`config.mk`:
```
export PLATFORM = sky130hd
export DESIGN_NAME = unsigned_to_radix_ascii_unit
export DESIGN_NICKNAME = d
export VERILOG_FILES = /design/src/design/u2ra_pkg.sv /design/src/design/u2ra_ctrl.sv /design/src/design/u2ra_dp.sv /design/src/design/unsigned_to_radix_ascii_unit.sv
export SDC_FILE = /design/constraint.sdc
export NUM_CORES = 1
export LEC_CHECK = 0
export ABC_AREA = 0
export BUFFER_PORTS_ARGS = -buffer_cell sky130_fd_sc_hd__buf_2
export CORE_MARGIN = 10
export CORE_UTILIZATION = 50
export DETAILED_ROUTE_END_ITERATION = 10
export PLACE_DENSITY = 0.7
export REMOVE_ABC_BUFFERS = 1
export SYNTH_ARGS = -nofsm -noshare
export SYNTH_HDL_FRONTEND = slang
export SYNTH_SLANG_ARGS = --single-unit
```
`constraint.sdc`:
```
create_clock -name clk -period 13.2 [get_ports clk]
set_clock_uncertainty 0.2 [all_clocks]
set_input_delay 1.32 -clock clk [delete_from_list [all_inputs] [get_ports clk]]
set_output_delay 1.32 -clock clk [all_outputs]
set_load 0.05 [all_outputs]
```
`src/design/u2ra_pkg.sv`:
```
// Shared types, constants and helper functions of the radix-to-ASCII converter.
package u2ra_pkg;

    localparam int DEF_VALUE_BITS = 64;
    localparam int BITS_PER_CYCLE = 8;   // dividend bits retired per divide cycle

    localparam int RADIX_W    = 5;
    localparam int CFG_IDX_W  = 1;
    localparam int CFG_DATA_W = 5;
    localparam int CHAR_W     = 8;
    localparam int DIGIT_W    = 4;

    localparam logic [CFG_IDX_W-1:0] REG_RADIX = 1'b0;
    localparam logic [CFG_IDX_W-1:0] REG_UPPER = 1'b1;

    localparam logic [RADIX_W-1:0] RADIX_MIN   = 5'd2;
    localparam logic [RADIX_W-1:0] RADIX_MAX   = 5'd16;
    localparam logic [RADIX_W-1:0] RADIX_RESET = 5'd16;

    localparam logic [CHAR_W-1:0] ASCII_ZERO    = 8'h30;
    localparam logic [CHAR_W-1:0] ASCII_UPPER_A = 8'h41;
    localparam logic [CHAR_W-1:0] ASCII_LOWER_A = 8'h61;
    localparam logic [CHAR_W-1:0] TEN           = 8'd10;

    typedef enum logic [1:0] {
        ST_IDLE,
        ST_DIVIDE,
        ST_EMIT
    } state_t;

    // controller -> datapath
    typedef struct packed {
        logic load;
        logic step;
        logic emit;
    } cmd_t;

    // datapath -> controller
    typedef struct packed {
        logic div_done;   // current divide cycle finishes a digit
        logic quot_zero;  // quotient after this cycle is zero
        logic rd_last;    // read pointer at least significant digit
    } stat_t;

    // Out-of-range radix codes saturate into 2..16.
    function automatic logic [RADIX_W-1:0] clamp_radix(input logic [RADIX_W-1:0] r);
        logic [RADIX_W-1:0] res;
        res = r;
        if (r < RADIX_MIN)
            res = RADIX_MIN;
        else if (r > RADIX_MAX)
            res = RADIX_MAX;
        return res;
    endfunction

    function automatic logic [CHAR_W-1:0] digit_char(input logic [DIGIT_W-1:0] d,
                                                     input logic up);
        logic [CHAR_W-1:0] d8;
        logic [CHAR_W-1:0] res;
        d8 = {4'h0, d};
        if (d8 < TEN)
            res = ASCII_ZERO + d8;
        else
            res = (up ? ASCII_UPPER_A : ASCII_LOWER_A) + d8 - TEN;
        return res;
    endfunction

endpackage

```
`src/design/u2ra_ctrl.sv`:
```
// Sequencing state machine: load, repeated division, digit read-out.
module u2ra_ctrl
    import u2ra_pkg::*;
(
    input  logic  clk,
    input  logic  rst_n,
    input  logic  start,
    input  stat_t stat,
    output cmd_t  cmd,
    output logic  busy
);

    state_t state_reg;
    state_t state_next;

    always_ff @(posedge clk or negedge rst_n)
    begin
        if (!rst_n)
            state_reg <= ST_IDLE;
        else
            state_reg <= state_next;
    end

    always_comb
    begin
        state_next = state_reg;
        cmd        = '0;
        busy       = 1'b1;
        case (state_reg)
            ST_IDLE:
            begin
                busy = 1'b0;
                if (start)
                begin
                    cmd.load   = 1'b1;
                    state_next = ST_DIVIDE;
                end
            end
            ST_DIVIDE:
            begin
                cmd.step = 1'b1;
                if (stat.div_done && stat.quot_zero)
                    state_next = ST_EMIT;
            end
            ST_EMIT:
            begin
                cmd.emit = 1'b1;
                if (stat.rd_last)
                    state_next = ST_IDLE;
            end
            default:
            begin
                state_next = ST_IDLE;
            end
        endcase
    end

endmodule

```
`src/design/u2ra_dp.sv`:
```
// Datapath: shift-subtract divider, digit store and character output register.
module u2ra_dp
    import u2ra_pkg::*;
#(
    parameter int VALUE_BITS = DEF_VALUE_BITS
)
(
    input  logic                  clk,
    input  logic                  rst_n,
    input  cmd_t                  cmd,
    input  logic [VALUE_BITS-1:0] value,
    input  logic [RADIX_W-1:0]    radix,
    input  logic                  upper_case,
    output stat_t                 stat,
    output logic [CHAR_W-1:0]     character,
    output logic                  last,
    output logic                  strobe
);

    // dividend padded to whole divide cycles
    localparam int STEPS = (VALUE_BITS + BITS_PER_CYCLE - 1) / BITS_PER_CYCLE;
    localparam int W     = STEPS * BITS_PER_CYCLE;
    localparam int SW    = (STEPS > 1) ? $clog2(STEPS) : 1;
    localparam int AW    = $clog2(VALUE_BITS);

    logic [W-1:0]       work_reg;
    logic [DIGIT_W-1:0] rem_reg;
    logic [SW-1:0]      step_reg;
    logic [AW-1:0]      cnt_reg;
    logic [AW-1:0]      ptr_reg;
    logic [DIGIT_W-1:0] rd_digit_reg;
    logic               strobe_reg;
    logic               last_reg;

    logic [DIGIT_W-1:0] digit_mem [VALUE_BITS];

    logic [BITS_PER_CYCLE-1:0] qbits;
    logic [DIGIT_W-1:0]        rem_next;
    logic [W-1:0]              work_next;

    // Eight restoring division steps; the partial remainder stays below the radix.
    always_comb
    begin
        logic [RADIX_W-1:0] r;
        r = {1'b0, rem_reg};
        qbits = '0;
        for (int i = 0; i < BITS_PER_CYCLE; i++)
        begin
            r = {r[DIGIT_W-1:0], work_reg[W-1-i]};
            if (r >= radix)
            begin
                r = r - radix;
                qbits[BITS_PER_CYCLE-1-i] = 1'b1;
            end
        end
        rem_next  = r[DIGIT_W-1:0];
        work_next = W'({work_reg, qbits});
    end

    assign stat.div_done  = (step_reg == SW'(STEPS - 1));
    assign stat.quot_zero = (work_next == '0);
    assign stat.rd_last   = (ptr_reg == '0);

    always_ff @(posedge clk)
    begin
        if (cmd.load)
        begin
            work_reg <= W'(value);
            rem_reg  <= '0;
            step_reg <= '0;
            cnt_reg  <= '0;
        end
        else if (cmd.step)
        begin
            work_reg <= work_next;
            if (stat.div_done)
            begin
                digit_mem[cnt_reg] <= rem_next;
                cnt_reg  <= cnt_reg + 1'b1;
                rem_reg  <= '0;
                step_reg <= '0;
                if (stat.quot_zero)
                    ptr_reg <= cnt_reg;
            end
            else
            begin
                rem_reg  <= rem_next;
                step_reg <= step_reg + 1'b1;
            end
        end
        else if (cmd.emit)
        begin
            ptr_reg <= ptr_reg - 1'b1;
        end
    end

    always_ff @(posedge clk)
    begin
        if (cmd.emit)
            rd_digit_reg <= digit_mem[ptr_reg];
    end

    always_ff @(posedge clk or negedge rst_n)
    begin
        if (!rst_n)
        begin
            strobe_reg <= 1'b0;
            last_reg   <= 1'b0;
        end
        else
        begin
            strobe_reg <= cmd.emit;
            last_reg   <= cmd.emit && stat.rd_last;
        end
    end

    assign character = digit_char(rd_digit_reg, upper_case);
    assign last      = last_reg;
    assign strobe    = strobe_reg;

`ifndef NO_ASSERTIONS
    a_rem_below_radix: assert property (@(posedge clk) disable iff (!rst_n)
        cmd.step |-> ({1'b0, rem_reg} < radix))
        else $error("partial remainder not below radix");

    a_digit_limit: assert property (@(posedge clk) disable iff (!rst_n)
        (cmd.step && stat.div_done && cnt_reg == AW'(VALUE_BITS - 1)) |-> stat.quot_zero)
        else $error("digit count exceeds value width");

    a_last_on_strobe: assert property (@(posedge clk) disable iff (!rst_n)
        last_reg |-> (strobe_reg && $past(cmd.emit)))
        else $error("last flag without character strobe");
`endif

endmodule

```
`src/design/unsigned_to_radix_ascii_unit.sv`:
```
// Top level of the unsigned integer to ASCII digit converter.
//
// Converts one unsigned VALUE_BITS-wide value into ASCII digits in a radix of
// 2..16, most significant digit first, without leading zeros; zero gives "0".
// A value is taken on a clock edge with start high and busy low. Characters
// then come out one per cycle on character, each marked by a one-cycle strobe,
// with last high on the final one; the receiver must take each character in
// the cycle it is shown. Digits are found by repeated division of the value by
// the radix, least significant first, in a shift-subtract divider that retires
// eight dividend bits per cycle and passes over the whole value for each digit;
// the digits are kept in a small digit store and read back in reverse, one per
// cycle. Busy stays high from the transfer until the last digit is read out,
// and the last character is shown in the first cycle that busy is low again.
// Configuration: index 0 sets the radix (codes below 2 act as 2, above 16 as
// 16, reset 16); index 1 bit 0 picks upper case letters (reset lower case).
// The configuration port is always ready; write it only while no conversion
// is in flight.
module unsigned_to_radix_ascii_unit
    import u2ra_pkg::*;
#(
    parameter int VALUE_BITS = DEF_VALUE_BITS
)
(
    input  logic                  clk,
    input  logic                  rst_n,
    // item transfer
    input  logic                  start,
    output logic                  busy,
    input  logic [VALUE_BITS-1:0] value,
    // configuration writes
    input  logic                  cfg_valid,
    output logic                  cfg_ready,
    input  logic [CFG_IDX_W-1:0]  cfg_index,
    input  logic [CFG_DATA_W-1:0] cfg_data,
    // character stream
    output logic                  strobe,
    output logic [CHAR_W-1:0]     character,
    output logic                  last
);

    cmd_t  cmd;
    stat_t stat;

    // radix is held already clamped into 2..16
    logic [RADIX_W-1:0] radix_reg;
    logic               upper_reg;

    assign cfg_ready = 1'b1;

    always_ff @(posedge clk or negedge rst_n)
    begin
        if (!rst_n)
        begin
            radix_reg <= RADIX_RESET;
            upper_reg <= 1'b0;
        end
        else if (cfg_valid && cfg_ready)
        begin
            case (cfg_index)
                REG_RADIX: radix_reg <= clamp_radix(cfg_data);
                REG_UPPER: upper_reg <= cfg_data[0];
                default:   ;
            endcase
        end
    end

    u2ra_ctrl u_ctrl (
        .clk   (clk),
        .rst_n (rst_n),
        .start (start),
        .stat  (stat),
        .cmd   (cmd),
        .busy  (busy)
    );

    u2ra_dp #(
        .VALUE_BITS (VALUE_BITS)
    ) u_dp (
        .clk        (clk),
        .rst_n      (rst_n),
        .cmd        (cmd),
        .value      (value),
        .radix      (radix_reg),
        .upper_case (upper_reg),
        .stat       (stat),
        .character  (character),
        .last       (last),
        .strobe     (strobe)
    );

endmodule
```
Yosys cells after proc, flatten, opt, wreduce, memory -nomap -nowiden
Memories as Yosys holds them, arrays and structs flattened. A register that Yosys moved wholly into a read port is not among the register bits.
Cells that the tools add are included.
{"block": "word_totals", "inputBits": 74, "latchBits": 0, "wordCells": 99, "ramBits": 256, "regBits": 93, "n_memories": 1, "rom_bits": 0, "out_inout_bits": 12}
{"block": "classes", "addsub": 14, "reduce_logical": 12, "muxes": 41, "n_bitwise": 2, "shift": 0, "div": 0, "n_mul": 0, "n_lt_le_gt_ge": 11, "n_eq_ne": 8}
{"memory": "u_dp.digit_mem", "words": 64, "word_bits": 4, "rd": 1, "rd_ports_with_merged_regs": 1, "write_ports": 1, "line": "u2ra_dp.sv:35", "rtl": "logic [DIGIT_W-1:0] digit_mem [VALUE_BITS];"}
{"operator": "$mux W64", "count": 2}
{"operator": "$logic_not A64 Y1", "count": 1}
{"operator": "$ge A5 B5 Y1", "count": 8}
{"operator": "$mux W4", "count": 9}
{"operator": "$sub A4 B4 Y4", "count": 8}
{"operator": "$mux W6", "count": 5}
{"operator": "$mux W1", "count": 17}
{"operator": "$mux W5", "count": 2}
{"operator": "$add A8 B4 Y8", "count": 1}
{"operator": "$mux W8", "count": 1}
{"operator": "$ne A2 B1 Y1 const B", "count": 4}
{"operator": "$sub A8 B4 Y8 const B", "count": 1}
{"operator": "$add A6 B4 Y7 const A", "count": 1}
{"operator": "$add A6 B1 Y6 const B", "count": 1}
{"operator": "$logic_not A6 Y1", "count": 1}
{"operator": "$mux W2", "count": 3}
{"operator": "$pmux W2 S3", "count": 1}
{"operator": "$reduce_and A2 Y1", "count": 3}
{"operator": "$sub A6 B1 Y6 const B", "count": 1}
{"operator": "$gt A5 B5 Y1 const B", "count": 1}
{"operator": "$lt A5 B2 Y1 const B", "count": 1}
{"operator": "$lt A4 B4 Y1 const B", "count": 1}
{"operator": "$reduce_and A4 Y1", "count": 1}
{"operator": "$reduce_bool A2 Y1", "count": 2}
{"operator": "10 further kinds", "count": 12}

Logic depth before layout (Yosys ltp)
Gate-level depths: netlist of run 1.
{"block": "logic_depth", "word_depth": 20, "ltp_mapped": 52, "mapped_depth_nobuf": 50}

By module
A second synthesis of run 1 with hierarchy kept.
{"block": "hier_totals", "hier_cells": 1045, "area_unflattened_um2": 16260.6}
{"module": "u2ra_dp", "instances": 1, "area_per_inst_um2": 15842.7, "cells_each": 1010}
{"module": "unsigned_to_radix_ascii_unit", "instances": 1, "area_per_inst_um2": 307.8, "cells_each": 23}
{"module": "u2ra_ctrl", "instances": 1, "area_per_inst_um2": 110.1, "cells_each": 12}

Worst setup path before layout of run 1
OpenSTA, ideal clock, no wires.
{"block": "synth_path", "kind": "register -> register", "from": "reg radix_reg[1]", "to": "mem u_dp.digit_mem[0][3], data pin", "path_stages_with_launch": 43, "arrival_time_ns": 12.451, "slack_ns": -0.153, "path_buffers": 2, "cell_sequence": "dfrtp_1 -> inv_1 -> ha_1 -> a31oi_1 -> o21ai_2 -> mux2_2 -> ha_1 -> a21o_1 -> a31oi_1 -> o21ai_2 -> mux2_2 -> ha_1 -> a21o_1 -> a31o_2 -> o21ai_0 -> inv_1 -> ha_1 -> a21oi_1 -> (+7 left out) -> o21ai_0 -> inv_1 -> ha_1 -> nand2_1 -> o21ai_1 -> a31oi_2 -> mux2_2 -> ha_1 -> and2_2 -> a311oi_1 -> nor2_1 -> a21o_1 -> ha_1 -> a21o_1 -> a31oi_1 -> o21ai_0 -> clkbuf_1 -> o21ai_0"}
{"block": "synth_via", "elab_chain_len": 16}
{"element": "start: declaration", "line": "unsigned_to_radix_ascii_unit.sv:45", "rtl": "logic [RADIX_W-1:0] radix_reg;"}
{"element": "start signal: assignment", "line": "unsigned_to_radix_ascii_unit.sv:60", "rtl": "REG_RADIX: radix_reg <= clamp_radix(cfg_data);"}
{"element": "$sub A4 B4 Y4 or $ge A5 B5 Y1 (tied branches)", "line": "u2ra_dp.sv:52, u2ra_dp.sv:50"}
{"element": "$mux W4", "line": "u2ra_dp.sv:50", "rtl": "if (r >= radix)"}
{"element": "$sub A4 B4 Y4 or $ge A5 B5 Y1 (tied branches)", "line": "u2ra_dp.sv:52, u2ra_dp.sv:50"}
{"element": "$mux W4", "line": "u2ra_dp.sv:50"}
{"element": "$sub A4 B4 Y4 or $ge A5 B5 Y1 (tied branches)", "line": "u2ra_dp.sv:52, u2ra_dp.sv:50"}
{"element": "$mux W4", "line": "u2ra_dp.sv:50"}
{"element": "$ge A5 B5 Y1 or $sub A4 B4 Y4 (tied branches)", "line": "u2ra_dp.sv:50, u2ra_dp.sv:52"}
{"element": "$mux W4", "line": "u2ra_dp.sv:50"}
{"element": "$sub A4 B4 Y4 or $ge A5 B5 Y1 (tied branches)", "line": "u2ra_dp.sv:52, u2ra_dp.sv:50"}
{"element": "$mux W4", "line": "u2ra_dp.sv:50"}
{"element": "$sub A4 B4 Y4 or $ge A5 B5 Y1 (tied branches)", "line": "u2ra_dp.sv:52, u2ra_dp.sv:50"}
{"element": "$mux W4", "line": "u2ra_dp.sv:50"}
{"element": "$ge A5 B5 Y1 or $sub A4 B4 Y4 (tied branches)", "line": "u2ra_dp.sv:50, u2ra_dp.sv:52"}
{"element": "$mux W4", "line": "u2ra_dp.sv:50"}
{"element": "$sub A4 B4 Y4 or $ge A5 B5 Y1 (tied branches)", "line": "u2ra_dp.sv:52, u2ra_dp.sv:50"}
{"element": "$mux W4 (*)", "line": "u2ra_dp.sv:50"}
{"element": "net u_dp.rem_next[3]", "line": "u2ra_dp.sv:38", "rtl": "logic [DIGIT_W-1:0] rem_next;"}
{"element": "end: declaration", "line": "u2ra_dp.sv:35"}
The timed path passes the listed nets; every way through them passes the cells marked *.

Worst setup path after layout of run 1
{"block": "layout_path", "from": "reg radix_reg[1]", "to": "mem u_dp.digit_mem[13][3], data pin"}
Same word-level chain as after synthesis.

==> results.json, run 1 <==
{
  "cts_root_buf": "clkbuf_16",
  "antenna_found_initial": 0,
  "critical_path_class": "register to register",
  "fmax_mhz": 81.2,
  "final_util_pct": 56.7,
  "h-tree-depth": 2,
  "slew_headroom_pct": 25.0,
  "yosys-top-cells-count": "330 x edfxtp_1, 221 x nand2_1, 113 x nor2_1, 54 x mux4_2, 46 x ha_1",
  "finalSetupViolCount": 0,
  "hold_class": "register to register",
  "grt_pass1_vias": 10000,
  "die-area_um2": 40300,
  "synthArstFlopShare_pct": 2.83,
  "synth_top_area_cell": "edfxtp_1",
  "rsz0062_at_grt": "no",
  "pin_count": 86,
  "routedWlPerCell_um": 21.0,
  "avgSynthCellArea_um2": 13.6,
  "fin_crit_ps": 12310,
  "die_h_um": 201,
  "dr_total_vias": 10100,
  "fill_cells": 2573,
  "endpoint_kind": "register",
  "worstPathRequired_ps": 13360,
  "synth_cells": 1203,
  "placementRows": 66,
  "num_antenna_cells": 0,
  "synth_edf_count": 330,
  "postCtsSetupRepairBufs": 0,
  "yosys_warnings": 0,
  "cp_top_family": "compound AO/OA/AOI/OAI gates",
  "yosys-top-cells-area": "edfxtp_1 61%, mux4_2 7.4%, nand2_1 5.1%",
  "drt_wl_total_mm": 36.9,
  "path_common_cell": "ha_1",
  "clockBufferDepth": 3,
  "crit_fanout": 42,
  "vias_per_cell": 5.76,
  "crit_buf_inv": 6,
  "grt_usage_pct": 17.8,
  "num-nets-final": 1414,
  "status": "finished clean",
  "placedCellCount": 1690,
  "final_cells": 1754,
  "first_iter_violations": 903,
  "multi_input_area_um2": 5510,
  "netlist_area_um2": 16300,
  "worst-endpoint-arrival_ps": 12470,
  "grt_max_degree": 72,
  "grt_pass1_wl_mm": 56.9,
  "clock_sinks": 353,
  "drc_errors": 0,
  "clk_pin_slew_ps": 60,
  "yosysMostFrequentCell": "edfxtp_1",
  "period_share_pct": 93.3,
  "fin_hold_ws_ps": 262,
  "cts_tree": "yes",
  "syn_to_final_growth_pct": 12.3,
  "fp.coreArea_um2": 32400,
  "seq_area_frac_synth_pct": 63.8,
  "layout-drive-gt1-share_pct": 18.4,
  "worst_pin_slew_ps": 1120,
  "start_util_pct": 50.5,
  "dp_hpwl_mm": 24.3,
  "firstDrtPassIters": 7,
  "drv_cap": 0,
  "gp_congestion": 0.827,
  "worst_slack_ps": 888,
  "hold_viol_final": 0,
  "cts_made_buffers": 36,
  "synth_top_flop_cell": "edfxtp_1",
  "finalMaxSlewViolations": 0,
  "critPathMaxStageDelay_ps": 850,
  "die_w_um": 201,
  "slowest_stage": "o21ai_4",
  "overflow": 0,
  "dp_slack_ps": 985,
  "ant_nets": 0,
  "synth-seq-cells": 353,
  "synth_cell_types": 74,
  "clk_latency_ps": 520,
  "seqCellArea_um2": 10400,
  "port_buffers": 83,
  "worstSetupStartpointType": "register",
  "yosysTopAreaCellShare_pct": 60.7,
  "largest_reg_flops": 256
}
cells by family after synthesis:
family	synth area share, %
and+or+nand+nor	11.2
other	0.0460
DFF	63.8
AOI/OAI and AO/OA	6.57
xor gates and xnor gates	1.34
adders and majority gates	4.50
muxes	9.92
buffers and inverters	2.62
worst paths after layout:
kind / from / endpoint / slack, ps / cells after the start
worst max-delay path: radix_reg[1] / u_dp.digit_mem[13][3] / 890 / 48
worst min-delay path: u_dp.step_reg[1] / u_dp.step_reg[1] / 260 / 2
worst max register to register: radix_reg[1] / u_dp.digit_mem[13][3] / 890 / 48
worst min register to register: u_dp.step_reg[1] / u_dp.step_reg[1] / 260 / 2
max in group asynchronous: rst_n / radix_reg[4] / 12080 / 1
min in group asynchronous: rst_n / radix_reg[3] / 460 / 1
cell usage in the layout, fill, tap and decap left out, drive strengths merged, types with 4 or more instances in the layout:
master   Yosys  routed
a211oi       5       5
nor3         6       6
mux4        54      54
a31oi        8       8
o22ai        4       4
and3         5       5
o211ai       4       4
ha          46      46
clkbuf      34      44
a22oi       16      16
nor2       113     113
nor4        17      17
edfxtp     330     330
nand2      221     221
nor2b       14      14
a2111oi      4       4
o221ai       4       4
o21ai       27      27
nand3       12      12
a21o        15      15
a21oi       40      40
inv         40      40
and2         4       4
dfxtp       13      13
nand4        6       6
nand2b       8       8
mux2        11      11
xnor2       17      17
o311ai       4       4
buf         23     102
dfrtp        9       9
xor2         8       8
fa           8       8
clkinv       0      18
mux2i       28      28
repair_timing:
| item | in CTS | in global routing |
|---|---|---|
| gates resized for setup | 0 | 1 |
| hold buffers | 0 | 0 |
| setup endpoints to repair | 0 | 48 |
cell type report:
cell class,instances,share of cell area (%)
well taps,442,3.02
inverters,40,0.819
flip-flops and latches,353,56.8
clock buffers,44,5.36
repair buffers,102,3.11
clock inverters,20,0.805
multi-input cells,753,30.1
per-stage QoR:
step / TNS, ps / area [um^2]
finish: 0 / 18300
floorplan: -10600 / 16100
global placement: 0 / 17200
global route: 0 / 18300
detailed placement: 0 / 17200
CTS: 0 / 18300
worst min-delay path, cell delays in order, from the launching register on:
cell and delay (ps):
dfxtp_1 320, nand2_1 50, a21oi_1 50
metal layers:
| layer | share of wire, % | global-route usage, % |
|---|---|---|
| met1 | 43 | 23.9 |
| met2 | 48 | 29.1 |
| met3 | 6.7 | 3.44 |
| met4 | 2.3 | 4.90 |
| met5 | 0 | 0 |
Power of run 1 is left out: the tool's default activity adds up to more than one toggle a clock period on the data nets, which glitch-free logic cannot reach.
==> run 2, diff against run 1 <==
CORE_MARGIN = 5   (was 10)
==> run 2 against run 1 <==
  * Register-to-register slack gained 170 ps
  * Die area shrank 9.7%
  * Utilization grew 0.21 points
  * Global-route usage grew 1.9 points
  * Sequential share of layout area shrank 0.21 points
  * Design area grew 0.38%
  * Final cell count grew 0.17%
  * Count of clock-buffer cells in the layout grew 2
  * Setup slack gained 170 ps
  * First-iteration DRC count grew 6.2%
  * Critical endpoint is now u_dp.digit_mem[5][2]
  * Wire length shrank 0.69%
  * Critical path type unchanged
==> results.json, run 2 (synthesized netlist as in run 1, its figures left out) <==
{
  "status": "finished clean",
  "drt_wl_total_mm": 36.7,
  "cts_tree": "yes",
  "fill_cells": 2592,
  "h-tree-depth": 2,
  "first_iter_violations": 959,
  "worstPathRequired_ps": 13230,
  "die_h_um": 191,
  "grt_pass1_vias": 9999,
  "fin_area_um2": 18400,
  "cts_made_buffers": 37,
  "worst-endpoint-arrival_ps": 12170,
  "num_antenna_cells": 0,
  "die-area_um2": 36400,
  "port_buffers": 83,
  "ant_nets": 0,
  "routedWlPerCell_um": 20.9,
  "hold_viol_final": 0,
  "endpoint_kind": "register",
  "final_common_cell": "edfxtp_1",
  "path_common_cell": "ha_1",
  "clk_pin_slew_ps": 60,
  "syn_to_final_growth_pct": 12.7,
  "clk_latency_ps": 520,
  "critical_path_class": "register to register",
  "largest_reg_flops": 256,
  "crit_buf_inv": 5,
  "final_util_pct": 56.9,
  "dr_total_vias": 10000,
  "clockBufferDepth": 3,
  "worst_pin_slew_ps": 944,
  "worstSetupStartpointType": "register",
  "placementRows": 66,
  "num-nets-final": 1419,
  "slew_headroom_pct": 37.0,
  "drv_cap": 0,
  "dpl_cell_area_um2": 17200,
  "finalMaxSlewViolations": 0,
  "multi_input_area_um2": 5540,
  "seqCellArea_um2": 10400,
  "pin_count": 86,
  "grt_pass1_wl_mm": 56.2,
  "grt_usage_pct": 19.8,
  "vias_per_cell": 5.72,
  "postCtsHoldBufs": 0,
  "die_w_um": 191,
  "fp.coreArea_um2": 32400,
  "layout-drive-gt1-share_pct": 18.9,
  "grt_max_degree": 72,
  "clock_sinks": 353,
  "overflow": 0,
  "gp_congestion": 0.856,
  "drc_errors": 0,
  "crit_fanout": 64,
  "dp_hpwl_mm": 23.7,
  "slowest_stage": "and2_4",
  "tns_ps": 0,
  "fin_crit_ps": 12140,
  "cts_root_buf": "clkbuf_16",
  "period_share_pct": 92.0,
  "antenna_found_initial": 0,
  "firstDrtPassIters": 6,
  "cp_top_family": "compound AO/OA/AOI/OAI gates",
  "finalSetupViolCount": 0,
  "start_util_pct": 50.5,
  "hold_class": "register to register",
  "fmax_mhz": 82.4,
  "critPathMaxStageDelay_ps": 570,
  "mostFrequentLayoutCells": "330 x edfxtp_1, 220 x nand2_1, 113 x nor2_1, 83 x buf_2, 54 x mux4_2"
}
## run 2: path summary, 6_finish.rpt
path / startpoint / to / slack (ps) / depth (start not counted)
worst min register to register: u_dp.step_reg[2] / u_dp.step_reg[2] / 260 / 2
worst min-delay path: u_dp.step_reg[2] / u_dp.step_reg[2] / 260 / 2
worst max-delay path: radix_reg[2] / u_dp.digit_mem[5][2] / 1060 / 46
worst max register to register: radix_reg[2] / u_dp.digit_mem[5][2] / 1060 / 46
max in group asynchronous: rst_n / radix_reg[4] / 12090 / 1
min in group asynchronous: rst_n / u_dp.last / 460 / 1
## run 2: what timing repair did
action                                  in CTS  in global routing
buffers inserted                             0                  2
endpoints found under the setup margin       0                146
resized for setup                            0                  7
## run 2: metal layers
metal	vias to the layer above	share of wire [%]	GRT usage (%)
met2	391	48	32.1
met4	0	2.1	5.17
met3	54	8.1	3.50
met1	4932	42	28.0
li1	4666	-	-
met5	-	0	0
## run 2: worst min-delay path, stage by stage (launching register included)
cell and delay (ps):
dfxtp_1 310, nand2_1 50, a21oi_1 50
## run 2: cell type report
| class | count | area share, % |
|---|---|---|
| multi-input cells | 754 | 30.1 |
| repair buffers | 104 | 3.25 |
| flip-flops and latches | 353 | 56.6 |
| clock buffers | 46 | 5.33 |
| inverters | 40 | 0.836 |
| well taps | 442 | 3.00 |
| repair inverters | 1 | 0.0408 |
| clock inverters | 17 | 0.843 |
## run 2: metrics by stage
step,setup slack [ps],std cells,hold slack (ps)
after detailed placement,627,1690,253
after global routing,-2.57,1757,274
after floorplan,-166,1146,236
after CTS,587,1753,262
final,1060,1757,260
after global placement,982,1690,248
Power of run 2 is left out for the same reason.
